[src/inverter_safety_supervisor_defines.svh]
// Assertion macros shared by the inverter safety supervisor RTL.
// Each macro samples on clk and is disabled while rst_n is low.
// Synthesis builds see empty bodies.
`ifndef INVERTER_SAFETY_SUPERVISOR_DEFINES_SVH
`define INVERTER_SAFETY_SUPERVISOR_DEFINES_SVH

`ifndef SYNTHESIS

// The condition holds at every clock edge.
`define ISS_ASSERT_ALWAYS(lbl, cond, msg) \
  lbl: assert property (@(posedge clk) disable iff (!rst_n) (cond)) else $error(msg);

// The consequent holds in the same cycle as the antecedent.
`define ISS_ASSERT_IMPL(lbl, ante, cons, msg) \
  lbl: assert property (@(posedge clk) disable iff (!rst_n) (ante) |-> (cons)) \
    else $error(msg);

// The consequent holds in the cycle after the antecedent.
`define ISS_ASSERT_NEXT(lbl, ante, cons, msg) \
  lbl: assert property (@(posedge clk) disable iff (!rst_n) (ante) |=> (cons)) \
    else $error(msg);

`else

`define ISS_ASSERT_ALWAYS(lbl, cond, msg)
`define ISS_ASSERT_IMPL(lbl, ante, cons, msg)
`define ISS_ASSERT_NEXT(lbl, ante, cons, msg)

`endif

`endif

[src/iss_pkg.sv]
// Package for the inverter safety supervisor: codes, mode type and the
// structures passed between the input stage, the step logic and the top level.
// No dependencies.
`timescale 1ns / 1ps
`default_nettype none

package iss_pkg;

  // Width of the current sample bits that take part in the compare.
  localparam int CURRENT_WIDTH = 16;
  localparam logic [15:0] CUR_MASK =
    (CURRENT_WIDTH >= 16) ? 16'hFFFF : 16'((32'd1 << CURRENT_WIDTH) - 32'd1);

  // Configuration register indexes and reset values.
  localparam logic CFG_IDX_LIMIT   = 1'b0;
  localparam logic CFG_IDX_CONFIRM = 1'b1;
  localparam logic [15:0] LIMIT_RESET   = 16'd5000;
  localparam logic [3:0]  CONFIRM_RESET = 4'd3;

  // Operation codes carried in the input word's user field.
  typedef enum logic [2:0] {
    OP_TICK      = 3'd0,
    OP_INIT_DONE = 3'd1,
    OP_START     = 3'd2,
    OP_STOP      = 3'd3,
    OP_RESET     = 3'd4
  } op_t;

  // Supervisor state machine, one-hot.
  typedef enum logic [4:0] {
    MODE_INIT  = 5'b00001,
    MODE_IDLE  = 5'b00010,
    MODE_SWEEP = 5'b00100,
    MODE_RUN   = 5'b01000,
    MODE_FAULT = 5'b10000
  } mode_t;

  // Mode codes as reported in the result word.
  localparam logic [2:0] MCODE_INIT  = 3'd0;
  localparam logic [2:0] MCODE_IDLE  = 3'd1;
  localparam logic [2:0] MCODE_SWEEP = 3'd2;
  localparam logic [2:0] MCODE_RUN   = 3'd3;
  localparam logic [2:0] MCODE_FAULT = 3'd4;

  // Latched fault causes.
  localparam logic [1:0] FLT_NONE  = 2'd0;
  localparam logic [1:0] FLT_INV   = 2'd1;
  localparam logic [1:0] FLT_STALE = 2'd2;
  localparam logic [1:0] FLT_OC    = 2'd3;

  // Drive commands.
  localparam logic [2:0] CMD_NONE       = 3'd0;
  localparam logic [2:0] CMD_SOFT_START = 3'd1;
  localparam logic [2:0] CMD_SOFT_STOP  = 3'd2;
  localparam logic [2:0] CMD_KILL       = 3'd3;
  localparam logic [2:0] CMD_RESET      = 3'd4;

  // Request status codes.
  localparam logic [2:0] ST_OK        = 3'd0;
  localparam logic [2:0] ST_LATCHED   = 3'd1;
  localparam logic [2:0] ST_INVALID   = 3'd2;
  localparam logic [2:0] ST_POWER_OFF = 3'd3;
  localparam logic [2:0] ST_ADC       = 3'd4;

  // LED modes.
  localparam logic [1:0] LED_OFF   = 2'd0;
  localparam logic [1:0] LED_BLINK = 2'd1;
  localparam logic [1:0] LED_ON    = 2'd2;

  // One input item after unpacking.
  typedef struct packed {
    logic [2:0]  op;
    logic        pwm_active;
    logic        adc_fresh;
    logic        adc_calibrated;
    logic        sample_new;
    logic [15:0] current_ma;
    logic        power_key_click;
    logic        ramp_done;
  } item_t;

  // Supervisor state held between items.
  typedef struct packed {
    mode_t      mode;
    logic [1:0] fault;
    logic [3:0] over_run;
    logic       supply;
    logic       beeper;
  } state_t;

  // Result item, declared from the highest bit down so that it packs
  // straight into the output word.
  typedef struct packed {
    logic [1:0] led_mode;
    logic       erase_allowed;
    logic       checkpoint_request;
    logic [2:0] request_status;
    logic       alarm_on;
    logic [2:0] drive_command;
    logic       power_enable;
    logic [1:0] fault_reason;
    logic [2:0] mode;
  } result_t;

endpackage

`default_nettype wire

[src/inverter_safety_supervisor.sv]
// Inverter safety supervisor, top level.
// Each result word passes the input register and then the result register.
// Throughput: one word per cycle; the input register and the result register
// each hand over in the cycle they are emptied, so only out_tready stalls.
// Reset (synchronous, rst_n low): mode init, no fault, supply and buzzer off,
// over-current count zero, limit 5000 mA, confirm count 3, both stages empty.
`timescale 1ns / 1ps
`default_nettype none

`include "inverter_safety_supervisor_defines.svh"

module inverter_safety_supervisor (
  input  wire logic        clk,
  input  wire logic        rst_n,
  input  wire logic        in_tvalid,
  output logic             in_tready,
  // Fields from bit 0 up: pwm_active, adc_fresh, adc_calibrated, sample_new,
  // current_ma[15:0], power_key_click, ramp_done, two zero bits.
  input  wire logic [23:0] in_tdata,
  // Fields from bit 0 up: operation[2:0].
  input  wire logic [2:0]  in_tuser,
  output logic             out_tvalid,
  input  wire logic        out_tready,
  // Fields from bit 0 up: mode[2:0], fault_reason[1:0], power_enable,
  // drive_command[2:0], alarm_on, request_status[2:0], checkpoint_request,
  // erase_allowed, led_mode[1:0], seven zero bits.
  output logic [23:0]      out_tdata,
  input  wire logic        cfg_we,
  input  wire logic        cfg_index,
  input  wire logic [15:0] cfg_wdata
);
  import iss_pkg::*;

  logic        stage_valid;
  item_t       stage_item;
  logic        advance;
  logic        fire;

  state_t      state_r, state_nxt;
  result_t     result;
  result_t     res_r, res_nxt;
  logic        out_valid_r, out_valid_nxt;
  logic [15:0] limit_r, limit_nxt;
  logic [3:0]  confirm_r, confirm_nxt;

  // Input register.
  iss_in_stage u_in_stage (
    .clk         (clk),
    .rst_n       (rst_n),
    .in_tvalid   (in_tvalid),
    .in_tready   (in_tready),
    .in_tdata    (in_tdata),
    .in_tuser    (in_tuser),
    .take        (fire),
    .stage_valid (stage_valid),
    .stage_item  (stage_item)
  );

  // Event handling.
  iss_step u_step (
    .cur_state  (state_r),
    .item       (stage_item),
    .limit      (limit_r),
    .confirm    (confirm_r),
    .next_state (state_nxt),
    .result     (result)
  );

  // A word is processed when the result register is free or being emptied.
  assign advance = !out_valid_r || out_tready;
  assign fire    = stage_valid && advance;

  // Configuration writes.
  always_comb begin
    limit_nxt   = limit_r;
    confirm_nxt = confirm_r;
    if (cfg_we) begin
      unique case (cfg_index)
        CFG_IDX_LIMIT:   limit_nxt   = cfg_wdata;
        CFG_IDX_CONFIRM: confirm_nxt = cfg_wdata[3:0];
        default: begin
        end
      endcase
    end
  end

  // Result register.
  always_comb begin
    res_nxt       = res_r;
    out_valid_nxt = out_valid_r;
    if (fire) begin
      res_nxt       = result;
      out_valid_nxt = 1'b1;
    end else if (out_tready) begin
      out_valid_nxt = 1'b0;
    end
  end

  always_ff @(posedge clk) begin
    if (!rst_n) begin
      state_r.mode     <= MODE_INIT;
      state_r.fault    <= FLT_NONE;
      state_r.over_run <= 4'd0;
      state_r.supply   <= 1'b0;
      state_r.beeper   <= 1'b0;
      out_valid_r      <= 1'b0;
      limit_r          <= LIMIT_RESET;
      confirm_r        <= CONFIRM_RESET;
    end else begin
      if (fire) begin
        state_r <= state_nxt;
      end
      out_valid_r <= out_valid_nxt;
      limit_r     <= limit_nxt;
      confirm_r   <= confirm_nxt;
    end
  end

  always_ff @(posedge clk) begin
    res_r <= res_nxt;
  end

  assign out_tvalid = out_valid_r;
  assign out_tdata  = {7'd0, res_r};

  // Consistency of the held state and of the result path.
  `ISS_ASSERT_ALWAYS(a_mode_onehot, $onehot(state_r.mode), "mode register is not one-hot")
  `ISS_ASSERT_IMPL(a_fault_no_supply, state_r.mode == MODE_FAULT, !state_r.supply,
    "supply is on in fault mode")
  `ISS_ASSERT_ALWAYS(a_beeper_fault, state_r.beeper == (state_r.mode == MODE_FAULT),
    "buzzer does not follow fault mode")
  `ISS_ASSERT_ALWAYS(a_latch_fault, (state_r.fault != FLT_NONE) == (state_r.mode == MODE_FAULT),
    "latched fault code disagrees with fault mode")
  `ISS_ASSERT_NEXT(a_fire_result, fire, out_valid_r, "processed word gave no result")
  `ISS_ASSERT_NEXT(a_idle_hold, !fire, $stable(state_r), "state changed with no word processed")

endmodule

`default_nettype wire

[src/iss_in_stage.sv]
// Input register stage of the inverter safety supervisor: accepts one word,
// unpacks it and holds it until the step logic takes it.
// Depends on iss_pkg.
`timescale 1ns / 1ps
`default_nettype none

module iss_in_stage (
  input  wire logic          clk,
  input  wire logic          rst_n,
  input  wire logic          in_tvalid,
  output logic               in_tready,
  // Fields from bit 0 up: pwm_active, adc_fresh, adc_calibrated, sample_new,
  // current_ma[15:0], power_key_click, ramp_done, two zero bits.
  input  wire logic [23:0]   in_tdata,
  // Fields from bit 0 up: operation[2:0].
  input  wire logic [2:0]    in_tuser,
  input  wire logic          take,
  output logic               stage_valid,
  output iss_pkg::item_t     stage_item
);
  import iss_pkg::*;

  logic  valid_r, valid_nxt;
  item_t item_r, item_nxt;
  logic  accept;

  // The stage frees itself in the same cycle that its word is taken.
  assign in_tready = !valid_r || take;
  assign accept    = in_tvalid && in_tready;

  // Unpack the incoming word.
  always_comb begin
    item_nxt = item_r;
    if (accept) begin
      item_nxt.op              = in_tuser;
      item_nxt.pwm_active      = in_tdata[0];
      item_nxt.adc_fresh       = in_tdata[1];
      item_nxt.adc_calibrated  = in_tdata[2];
      item_nxt.sample_new      = in_tdata[3];
      item_nxt.current_ma      = in_tdata[19:4];
      item_nxt.power_key_click = in_tdata[20];
      item_nxt.ramp_done       = in_tdata[21];
    end
  end

  // Occupancy of the stage.
  always_comb begin
    valid_nxt = valid_r;
    if (accept) begin
      valid_nxt = 1'b1;
    end else if (take) begin
      valid_nxt = 1'b0;
    end
  end

  always_ff @(posedge clk) begin
    if (!rst_n) begin
      valid_r <= 1'b0;
    end else begin
      valid_r <= valid_nxt;
    end
  end

  always_ff @(posedge clk) begin
    item_r <= item_nxt;
  end

  assign stage_valid = valid_r;
  assign stage_item  = item_r;

endmodule

`default_nettype wire

[src/iss_step.sv]
// Step logic of the inverter safety supervisor: from the current state, the
// configuration and one item it forms the next state and the result item.
// Purely combinational; depends on iss_pkg.
`timescale 1ns / 1ps
`default_nettype none

module iss_step (
  input  wire iss_pkg::state_t cur_state,
  input  wire iss_pkg::item_t  item,
  input  wire logic [15:0]     limit,
  input  wire logic [3:0]      confirm,
  output iss_pkg::state_t      next_state,
  output iss_pkg::result_t     result
);
  import iss_pkg::*;

  // State plus the per-item outputs that the helpers below modify.
  typedef struct packed {
    state_t     st;
    logic [2:0] cmd;
    logic       ckpt;
  } work_t;

  function automatic logic is_active(mode_t m);
    return (m == MODE_SWEEP) || (m == MODE_RUN);
  endfunction

  function automatic logic [2:0] mode_code(mode_t m);
    logic [2:0] code;
    unique case (m)
      MODE_INIT:  code = MCODE_INIT;
      MODE_IDLE:  code = MCODE_IDLE;
      MODE_SWEEP: code = MCODE_SWEEP;
      MODE_RUN:   code = MCODE_RUN;
      MODE_FAULT: code = MCODE_FAULT;
      default:    code = MCODE_INIT;
    endcase
    return code;
  endfunction

  // A checkpoint is requested when an active mode is left for a passive one.
  function automatic work_t set_mode(work_t w, mode_t m);
    if (m != w.st.mode) begin
      if (is_active(w.st.mode) && !is_active(m)) begin
        w.ckpt = 1'b1;
      end
      w.st.mode = m;
    end
    return w;
  endfunction

  // Only the first cause of a fault is latched.
  function automatic work_t raise_fault(work_t w, logic [1:0] code);
    if (w.st.fault == FLT_NONE) begin
      w.st.fault = code;
    end
    w.cmd       = CMD_KILL;
    w.st.supply = 1'b0;
    w           = set_mode(w, MODE_FAULT);
    w.st.beeper = 1'b1;
    return w;
  endfunction

  // Power, PWM and mode must agree.
  function automatic logic invariant_bad(state_t s, logic pwm);
    return (!s.supply && pwm) ||
           ((s.mode == MODE_IDLE) && pwm) ||
           (is_active(s.mode) && (!s.supply || !pwm)) ||
           ((s.mode == MODE_FAULT) && (s.supply || pwm));
  endfunction

  function automatic work_t do_stop(work_t w);
    if (w.st.mode == MODE_FAULT) begin
      w.cmd       = CMD_KILL;
      w.st.supply = 1'b0;
    end else if (w.st.mode != MODE_INIT) begin
      w.cmd = CMD_SOFT_STOP;
      if (is_active(w.st.mode)) begin
        w = set_mode(w, MODE_IDLE);
      end
    end
    return w;
  endfunction

  work_t       w;
  logic [2:0]  status;
  logic [15:0] cur_used;
  mode_t       start_mode;

  assign cur_used = item.current_ma & CUR_MASK;

  // One pass through the event handling.
  always_comb begin
    w.st       = cur_state;
    w.cmd      = CMD_NONE;
    w.ckpt     = 1'b0;
    status     = ST_OK;
    start_mode = cur_state.mode;
    unique case (op_t'(item.op))
      OP_TICK: begin
        if (w.st.mode != MODE_INIT) begin
          // Invariant check, then the current monitor.
          if (invariant_bad(w.st, item.pwm_active)) begin
            w = raise_fault(w, FLT_INV);
          end
          if (is_active(w.st.mode) && !item.adc_fresh) begin
            w = raise_fault(w, FLT_STALE);
          end else if (item.sample_new) begin
            if (!is_active(w.st.mode)) begin
              w.st.over_run = 4'd0;
            end else if (cur_used > limit) begin
              if (w.st.over_run < confirm) begin
                w.st.over_run = 4'(w.st.over_run + 4'd1);
              end
              if (w.st.over_run >= confirm) begin
                w = raise_fault(w, FLT_OC);
              end
            end else begin
              w.st.over_run = 4'd0;
            end
          end
          // Power key toggles the supply; with a fault latched, or an illegal switch-on, it kills the drive.
          if (item.power_key_click) begin
            if ((w.st.mode == MODE_FAULT) || (w.st.fault != FLT_NONE)) begin
              w.cmd       = CMD_KILL;
              w.st.supply = 1'b0;
            end else if (!w.st.supply) begin
              if ((w.st.mode == MODE_IDLE) && !item.pwm_active) begin
                w.st.supply = 1'b1;
              end else begin
                w = raise_fault(w, FLT_INV);
              end
            end else begin
              w           = do_stop(w);
              w.st.supply = 1'b0;
            end
          end
          // Soft start finished.
          if ((start_mode == MODE_SWEEP) && (w.st.mode == MODE_SWEEP) && item.ramp_done) begin
            w = set_mode(w, MODE_RUN);
          end
        end
      end
      OP_INIT_DONE: begin
        if (w.st.mode == MODE_INIT) begin
          w = set_mode(w, MODE_IDLE);
        end else begin
          status = ST_INVALID;
        end
      end
      OP_START: begin
        if ((w.st.mode == MODE_FAULT) || (w.st.fault != FLT_NONE)) begin
          status = ST_LATCHED;
        end else if (is_active(w.st.mode)) begin
          if (invariant_bad(w.st, item.pwm_active)) begin
            w      = raise_fault(w, FLT_INV);
            status = ST_INVALID;
          end
        end else if (w.st.mode != MODE_IDLE) begin
          status = ST_INVALID;
        end else if (!w.st.supply) begin
          status = ST_POWER_OFF;
        end else if (!item.adc_calibrated || !item.adc_fresh) begin
          status = ST_ADC;
        end else begin
          w     = set_mode(w, MODE_SWEEP);
          w.cmd = CMD_SOFT_START;
        end
      end
      OP_STOP: begin
        if (w.st.mode == MODE_INIT) begin
          status = ST_INVALID;
        end else if (w.st.mode == MODE_FAULT) begin
          status = ST_LATCHED;
        end
        w = do_stop(w);
      end
      OP_RESET: begin
        if (w.st.mode != MODE_FAULT) begin
          status = ST_INVALID;
        end else begin
          w.cmd         = CMD_RESET;
          w.st.supply   = 1'b0;
          w.st.beeper   = 1'b0;
          w.st.over_run = 4'd0;
          w.st.fault    = FLT_NONE;
          w             = set_mode(w, MODE_IDLE);
        end
      end
      default: begin
        // Unknown operations leave everything as it is.
      end
    endcase
  end

  // Result fields are taken after the step.
  always_comb begin
    next_state                = w.st;
    result.mode               = mode_code(w.st.mode);
    result.fault_reason       = w.st.fault;
    result.power_enable       = w.st.supply;
    result.drive_command      = w.cmd;
    result.alarm_on           = w.st.beeper;
    result.request_status     = status;
    result.checkpoint_request = w.ckpt;
    result.erase_allowed      = !is_active(w.st.mode);
    result.led_mode           = (w.st.mode == MODE_SWEEP) ? LED_BLINK :
                                (w.st.mode == MODE_RUN) ? LED_ON : LED_OFF;
  end

endmodule

`default_nettype wire

[config.mk]
export PLATFORM = sky130hd
export DESIGN_NAME = inverter_safety_supervisor
export DESIGN_NICKNAME = d
export VERILOG_FILES = /design/src/iss_pkg.sv /design/src/inverter_safety_supervisor.sv /design/src/iss_in_stage.sv /design/src/iss_step.sv
export VERILOG_INCLUDE_DIRS = /design/src /design/src/src
export SDC_FILE = /design/constraint.sdc
export NUM_CORES = 1
export LEC_CHECK = 0
export BUFFER_PORTS_ARGS = -buffer_cell sky130_fd_sc_hd__clkbuf_2
export CAP_MARGIN = 20
export CORE_MARGIN = 8
export CORE_UTILIZATION = 56
export CTS_BUF_LIST = sky130_fd_sc_hd__clkbuf_2
export CTS_CLUSTER_SIZE = 16
export DETAILED_ROUTE_END_ITERATION = 7
export MAX_ROUTING_LAYER = met4
export PLACE_DENSITY = 0.79
export SKIP_LAST_GASP = 1
export SYNTH_ARGS = -nofsm -noshare
export SYNTH_HDL_FRONTEND = slang
export SYNTH_SLANG_ARGS = --single-unit
[constraint.sdc]
create_clock -name clk -period 5.8 [get_ports clk]
set_clock_uncertainty 0.1 [all_clocks]
set_input_delay 0 -clock clk [delete_from_list [all_inputs] [get_ports clk]]
set_output_delay 0 -clock clk [all_outputs]
set_load 0.05 [all_outputs]
# ---- Word-level counts from Yosys, hierarchy flattened
# Cells that the tools add are included.
dict set report word_totals {
  in_bits 49
  ff_bits 77
  elab_cells 206
}
dict set report classes {
  reduce_logical 43
  bitwise 4
  order_cmp 3
  addsub 1
  n_mux 96
  n_eq_ne 33
}
# op count
set ops {}
lappend ops {{two-way mux 17 bit} 26}
lappend ops {{one-hot mux 17 bit (5 select lines)} 1}
lappend ops {{two-way mux 11 bit} 4}
lappend ops {{two-way mux 5 bit} 8}
lappend ops {{two-way mux 4 bit} 9}
lappend ops {{two-way mux 3 bit} 9}
lappend ops {{equality test 5 x 3 -> 1 bit (second input constant)} 5}
lappend ops {{two-way mux 1 bit} 25}
lappend ops {{one-hot mux 3 bit (4 select lines)} 2}
lappend ops {{equality test 5 x 4 -> 1 bit (second input constant)} 4}
lappend ops {{> comparator 16 bit} 1}
lappend ops {{two-way mux 2 bit} 8}
lappend ops {{equality test 5 x 2 -> 1 bit (second input constant)} 3}
lappend ops {{equality test 5 bit (second input constant)} 3}
lappend ops {{!= test 5 bit (first input constant)} 3}
lappend ops {{logical OR 1 bit} 14}
lappend ops {{two-way mux 7 bit} 2}
lappend ops {{two-way mux 6 bit} 2}
lappend ops {{logical AND 1 bit} 10}
lappend ops {{!= test 2 x 5 -> 1 bit (first input constant)} 2}
lappend ops {{!= test 5 x 1 -> 1 bit (second input constant)} 2}
lappend ops {{nonzero test 2 bit} 5}
lappend ops {{logical NOT 1 bit} 7}
lappend ops {{AND reduction 7 bit} 1}
lappend ops {{17 further kinds} 24}

# ---- Logic depth before layout (Yosys ltp)
dict set report depth {
  word_depth 43
  ltp_mapped 15
  depth_no_buf 15
}

# ---- By module
# Synthesis repeated with hierarchy kept, for this count alone.
dict set report hier_totals {
  hier_cells 489
  area_unflattened_um2 4581.9
}
# module cells_per_inst instances area_each_um2
set modules_own_cells {}
lappend modules_own_cells {inverter_safety_supervisor 175 1 1928.1}
lappend modules_own_cells {iss_step 284 1 1845.5}
lappend modules_own_cells {iss_in_stage 30 1 808.3}

# ---- Worst setup path after synthesis
# No wires, ideal clock.
dict set report synth_path {
  kind {register -> register}
  start {register confirm_r[1]}
  end {register res_r, in the netlist out_tdata[14] (data pin)}
  path_buffers 0
  slack_ps 2002
  arrival_ps 3444
  path_stages_with_launch 15
  path_cell_list {dfxtp_1 inv_1 ha_1 a21o_1 a21o_1 a21oi_1 mux2_2 ha_1 a211o_1 a21oi_1 a311oi_2 or3_4 a221oi_4 nand3_2 a21o_1}
}
# element line_no
set synth_lines {}
lappend synth_lines {{from (decl)} inverter_safety_supervisor.sv:44} ;# logic [3:0] confirm_r, confirm_nxt;
lappend synth_lines {{from (signal assigned)} inverter_safety_supervisor.sv:115} ;# confirm_r <= confirm_nxt;
lappend synth_lines {{to (signal assigned)} inverter_safety_supervisor.sv:120} ;# res_r <= res_nxt;
lappend synth_lines {{to (decl)} inverter_safety_supervisor.sv:41} ;# result_t res_r, res_nxt;

==> results.md <==
* Worst min path class: input pin to flop
* Total CTS buffers at 9
* Largest net degree at the start of global routing at 36
* Worst-margin pin slew at ~1.1 ns
* Skew-Pair Late Insertion Delay at approximately 0.56 ns
* Via count at ~4.4k
* Status: finished, final reports clean
* Row cnt at 32
* Hold WS at between 0.02 and 0.025 ns
* GR Overflow Total at 0
* WL/cell at roughly 19 um
* Synth Register Bits at just under 80
* Initial core utilization at 57.9%
* Clock Tree Buf Depth at 2
* Htree depth at 3
* Clk pwr share at a little under a quarter
* DP Area at between 4000 and 5000 um^2
* Buffer type at the clock tree root: clkbuf_2
* Cell variety after synth at between 70 and 80
* Placed Cells at 626
* DRC at 0
* Reg2reg setup slack at 1.40 ns
* Critical path destination: out_tdata[14]
* Worst-path maximum fanout at 8
* Pleak at between 0.002 and 0.0025 uW
* Met2 GRT Util at between 40% and 50%
* Syn. warnings at 0
* Asr flop ratio synth at 0%
* Post-route cell area at ~5700 um^2
* Worst setup SP type: flop
* Ys flop type: edfxtp_1
* Vias in the first global route at about 4.3k
* RSZ-0062 raised after global routing: false
* Core Region at approximately 7800 um^2
* Die width at between 100 and 150 um
* Die Ht at around 110 um
* Placer Congestion at 0.997
* PD cells at 199 nW/um^2
* M1 GR Usage at 28.9%
* CP most frequent cell: a21o_1
* Detailed Route Iter0 Violations at 350
* CP peak stage delay at roughly 0.46 ns
* Hold Vio Cnt, Final at 0
* Final setup viols at 0
* CP endpoint kind: flop
* Final Cycle Share at between 70% and 80%
* Wire length of the first global-routing pass at ~22000 um
* Mapped Cells at 480
* Most frequent cells in the layout: clkbuf_2, dlygate4sd3_1, nand2_1, edfxtp_1, nor2_1
* Layout cell share with drive strength beyond 1 at between 15 and 20%
* Critical path cell sequence: inv_1, ha_1, a21o_1, a21o_1, a21oi_1, mux2_2, ha_1, a211o_1, a21oi_1, a311oi_2, or3_4, a221oi_4, nand3_2, a21o_1
* CP Class: flop to flop
* Crit. Startpoint: confirm_r[1]
* Worst Path Arrival at approximately 4.6 ns
* Terminus of the critical flop-to-flop path: out_tdata[14]
* Die area at around 11000 um^2
* P&R area growth vs syn at 26.2%
* EDFF count, synth at between 40 and 50
* # nets final at around 680
* Area leader, netlist: edfxtp_1
* Slew headroom at between 20% and 30%
* Most common cell after layout, fill and taps aside: clkbuf_2
* Overall global routing resource usage at 25.2%
* Switching fraction of total power at between 30% and 40%
* Initial antenna violation count at 2
* Share of Yosys cell area claimed by the top area cell type at ~28%
* Sequential Power Share at roughly 56%
* CTS tree: yes
* Synth Cell Area at roughly 4500 um^2
* Total power at roughly 1100 uW
* Synth area leaders: edfxtp_1, dfxtp_1, ha_1
* Worst endpoint required time at approximately 6 ns
* Ports at between 70 and 80
* Routed Antenna Nets at 0
* FF-to-FF Start: confirm_r[1]
* Dpl hpwl at between 8000 and 9000 um
* Register area share after synthesis at 43.6%
* FMAX at 227 MHz
* Slew Viols, Final at 0
* P_sw at 369 uW
* Post-CTS Setup Bufs at 0
* Fin cells at 718
* M3 GR Usage at under 10%
* VDD IR-drop max at between 0.1 and 0.15 mV
* Top Usage Layer GRT: met2
* Setup TNS at 0 ns
* Max-cap viol count at 0
* CTS sink count at 77
* Int Pwr at 761 uW
* Drt first pass iters at 5
* Clk pin slew, worst setup/hold paths at 0.27 ns
* Min Tclk post-route at 4.40 ns
* # fillers at ~560
* Slowest stage cell, crit path: or3_4
* CTS resizes at 0
* Average cell area after synthesis at 9.37 um^2
* DR vias/cell at 6.06
* IO buf count at 65
* WL final at roughly 13000 um
* Comb power frac at 20.7%
* Reg2reg path depth at 14
worst min path at each step:
stage / start / endpoint / slack, ns / cells past startpoint
floorplan: in_tdata[21] / u_in_stage.stage_item[0] / -0.001 / 0
global route: in_tdata[15] / u_in_stage.stage_item[13] / 0.02 / 2
global placement: in_tuser[1] / u_in_stage.stage_item[23] / 0.08 / 1
finish: in_tdata[15] / u_in_stage.stage_item[13] / 0.02 / 2
CTS: in_tdata[15] / u_in_stage.stage_item[13] / 0.03 / 2
detailed placement: in_tdata[20] / u_in_stage.stage_item[1] / 0.08 / 1
per-stage QoR:
step	setup slack (ns)	utilization [%]
final	1.40	73.1
after global routing	1.17	73.1
after CTS	1.46	73.0
after detailed placement	1.56	62.3
after global placement	1.70	62.3
after floorplan	2.00	-
cell families after synthesis:
logic type      share of synthesized area, %
simple gates                            21.0
mux                                    0.501
other cells                           0.0834
flops                                   43.6
xor+xnor                               0.974
fa+ha+maj                               6.68
compound gates                          21.7
buf+inv                                 5.45
critical path, delay by kind of cell, from the launching register on:
kind	cells	cell delay, ns
compound gates	8	1.95
flops	1	0.41
mux	1	0.42
buf+inv	1	0.07
fa+ha+maj	2	0.55
simple gates	2	0.63
cells in the mapped netlist (all sizes together) (5+ instances only):
library cell / count
nand4: 7
nand3: 12
clkbuf: 17
nor4: 5
nor2b: 7
ha: 24
o21a: 6
nor3: 14
a21oi: 24
o31ai: 6
edfxtp: 42
a31oi: 5
o211ai: 8
a21o: 5
a21boi: 19
dfxtp: 35
nor2: 37
buf: 12
nand2: 62
inv: 26
o21ai: 22
nand2b: 13
sequential cells by signal (all words and copies together), names as in the netlist:
register,flops
out_tvalid,1
limit_r,16
out_tdata,17
confirm_r,4
u_in_stage.stage_item,25
u_in_stage.stage_valid,1
state_r,13
power by group through the flow:
| stage | combinational [uW] | clock (uW) | sequential, uW |
|---|---|---|---|
| floorplan | 129 | 0 | 645 |
| global placement | 181 | 0 | 637 |
| detailed placement | 187 | 0 | 639 |
| CTS | 224 | 261 | 627 |
| global route | 253 | 287 | 632 |
| finish | 234 | 267 | 629 |
repair_timing:
item / 4_1_cts / 5_1_grt
hold buffers: 74 / 0
endpoints found under the hold margin: 51 / 0
setup endpoints to repair: 0 / 0
routing by layer:
metal	vias to the layer above	part of all wire, %
met5	-	0
li1	2017	-
met1	2017	39
met4	0	3.9
met2	275	48
met3	41	9.0
final cells by class:
class	count	area, um^2	share of cell area, %
Antenna cell	2	5.00	0.0882
Clock buffer	10	50.0	0.882
Clock inverter	6	38.8	0.684
Inverter	26	97.6	1.72
Multi-Input combinational cell	354	2310	40.7
Sequential cell	77	1960	34.6
Tap cell	102	128	2.25
Timing Repair Buffer	141	1080	19.1
(Power assumes the default switching activity.)
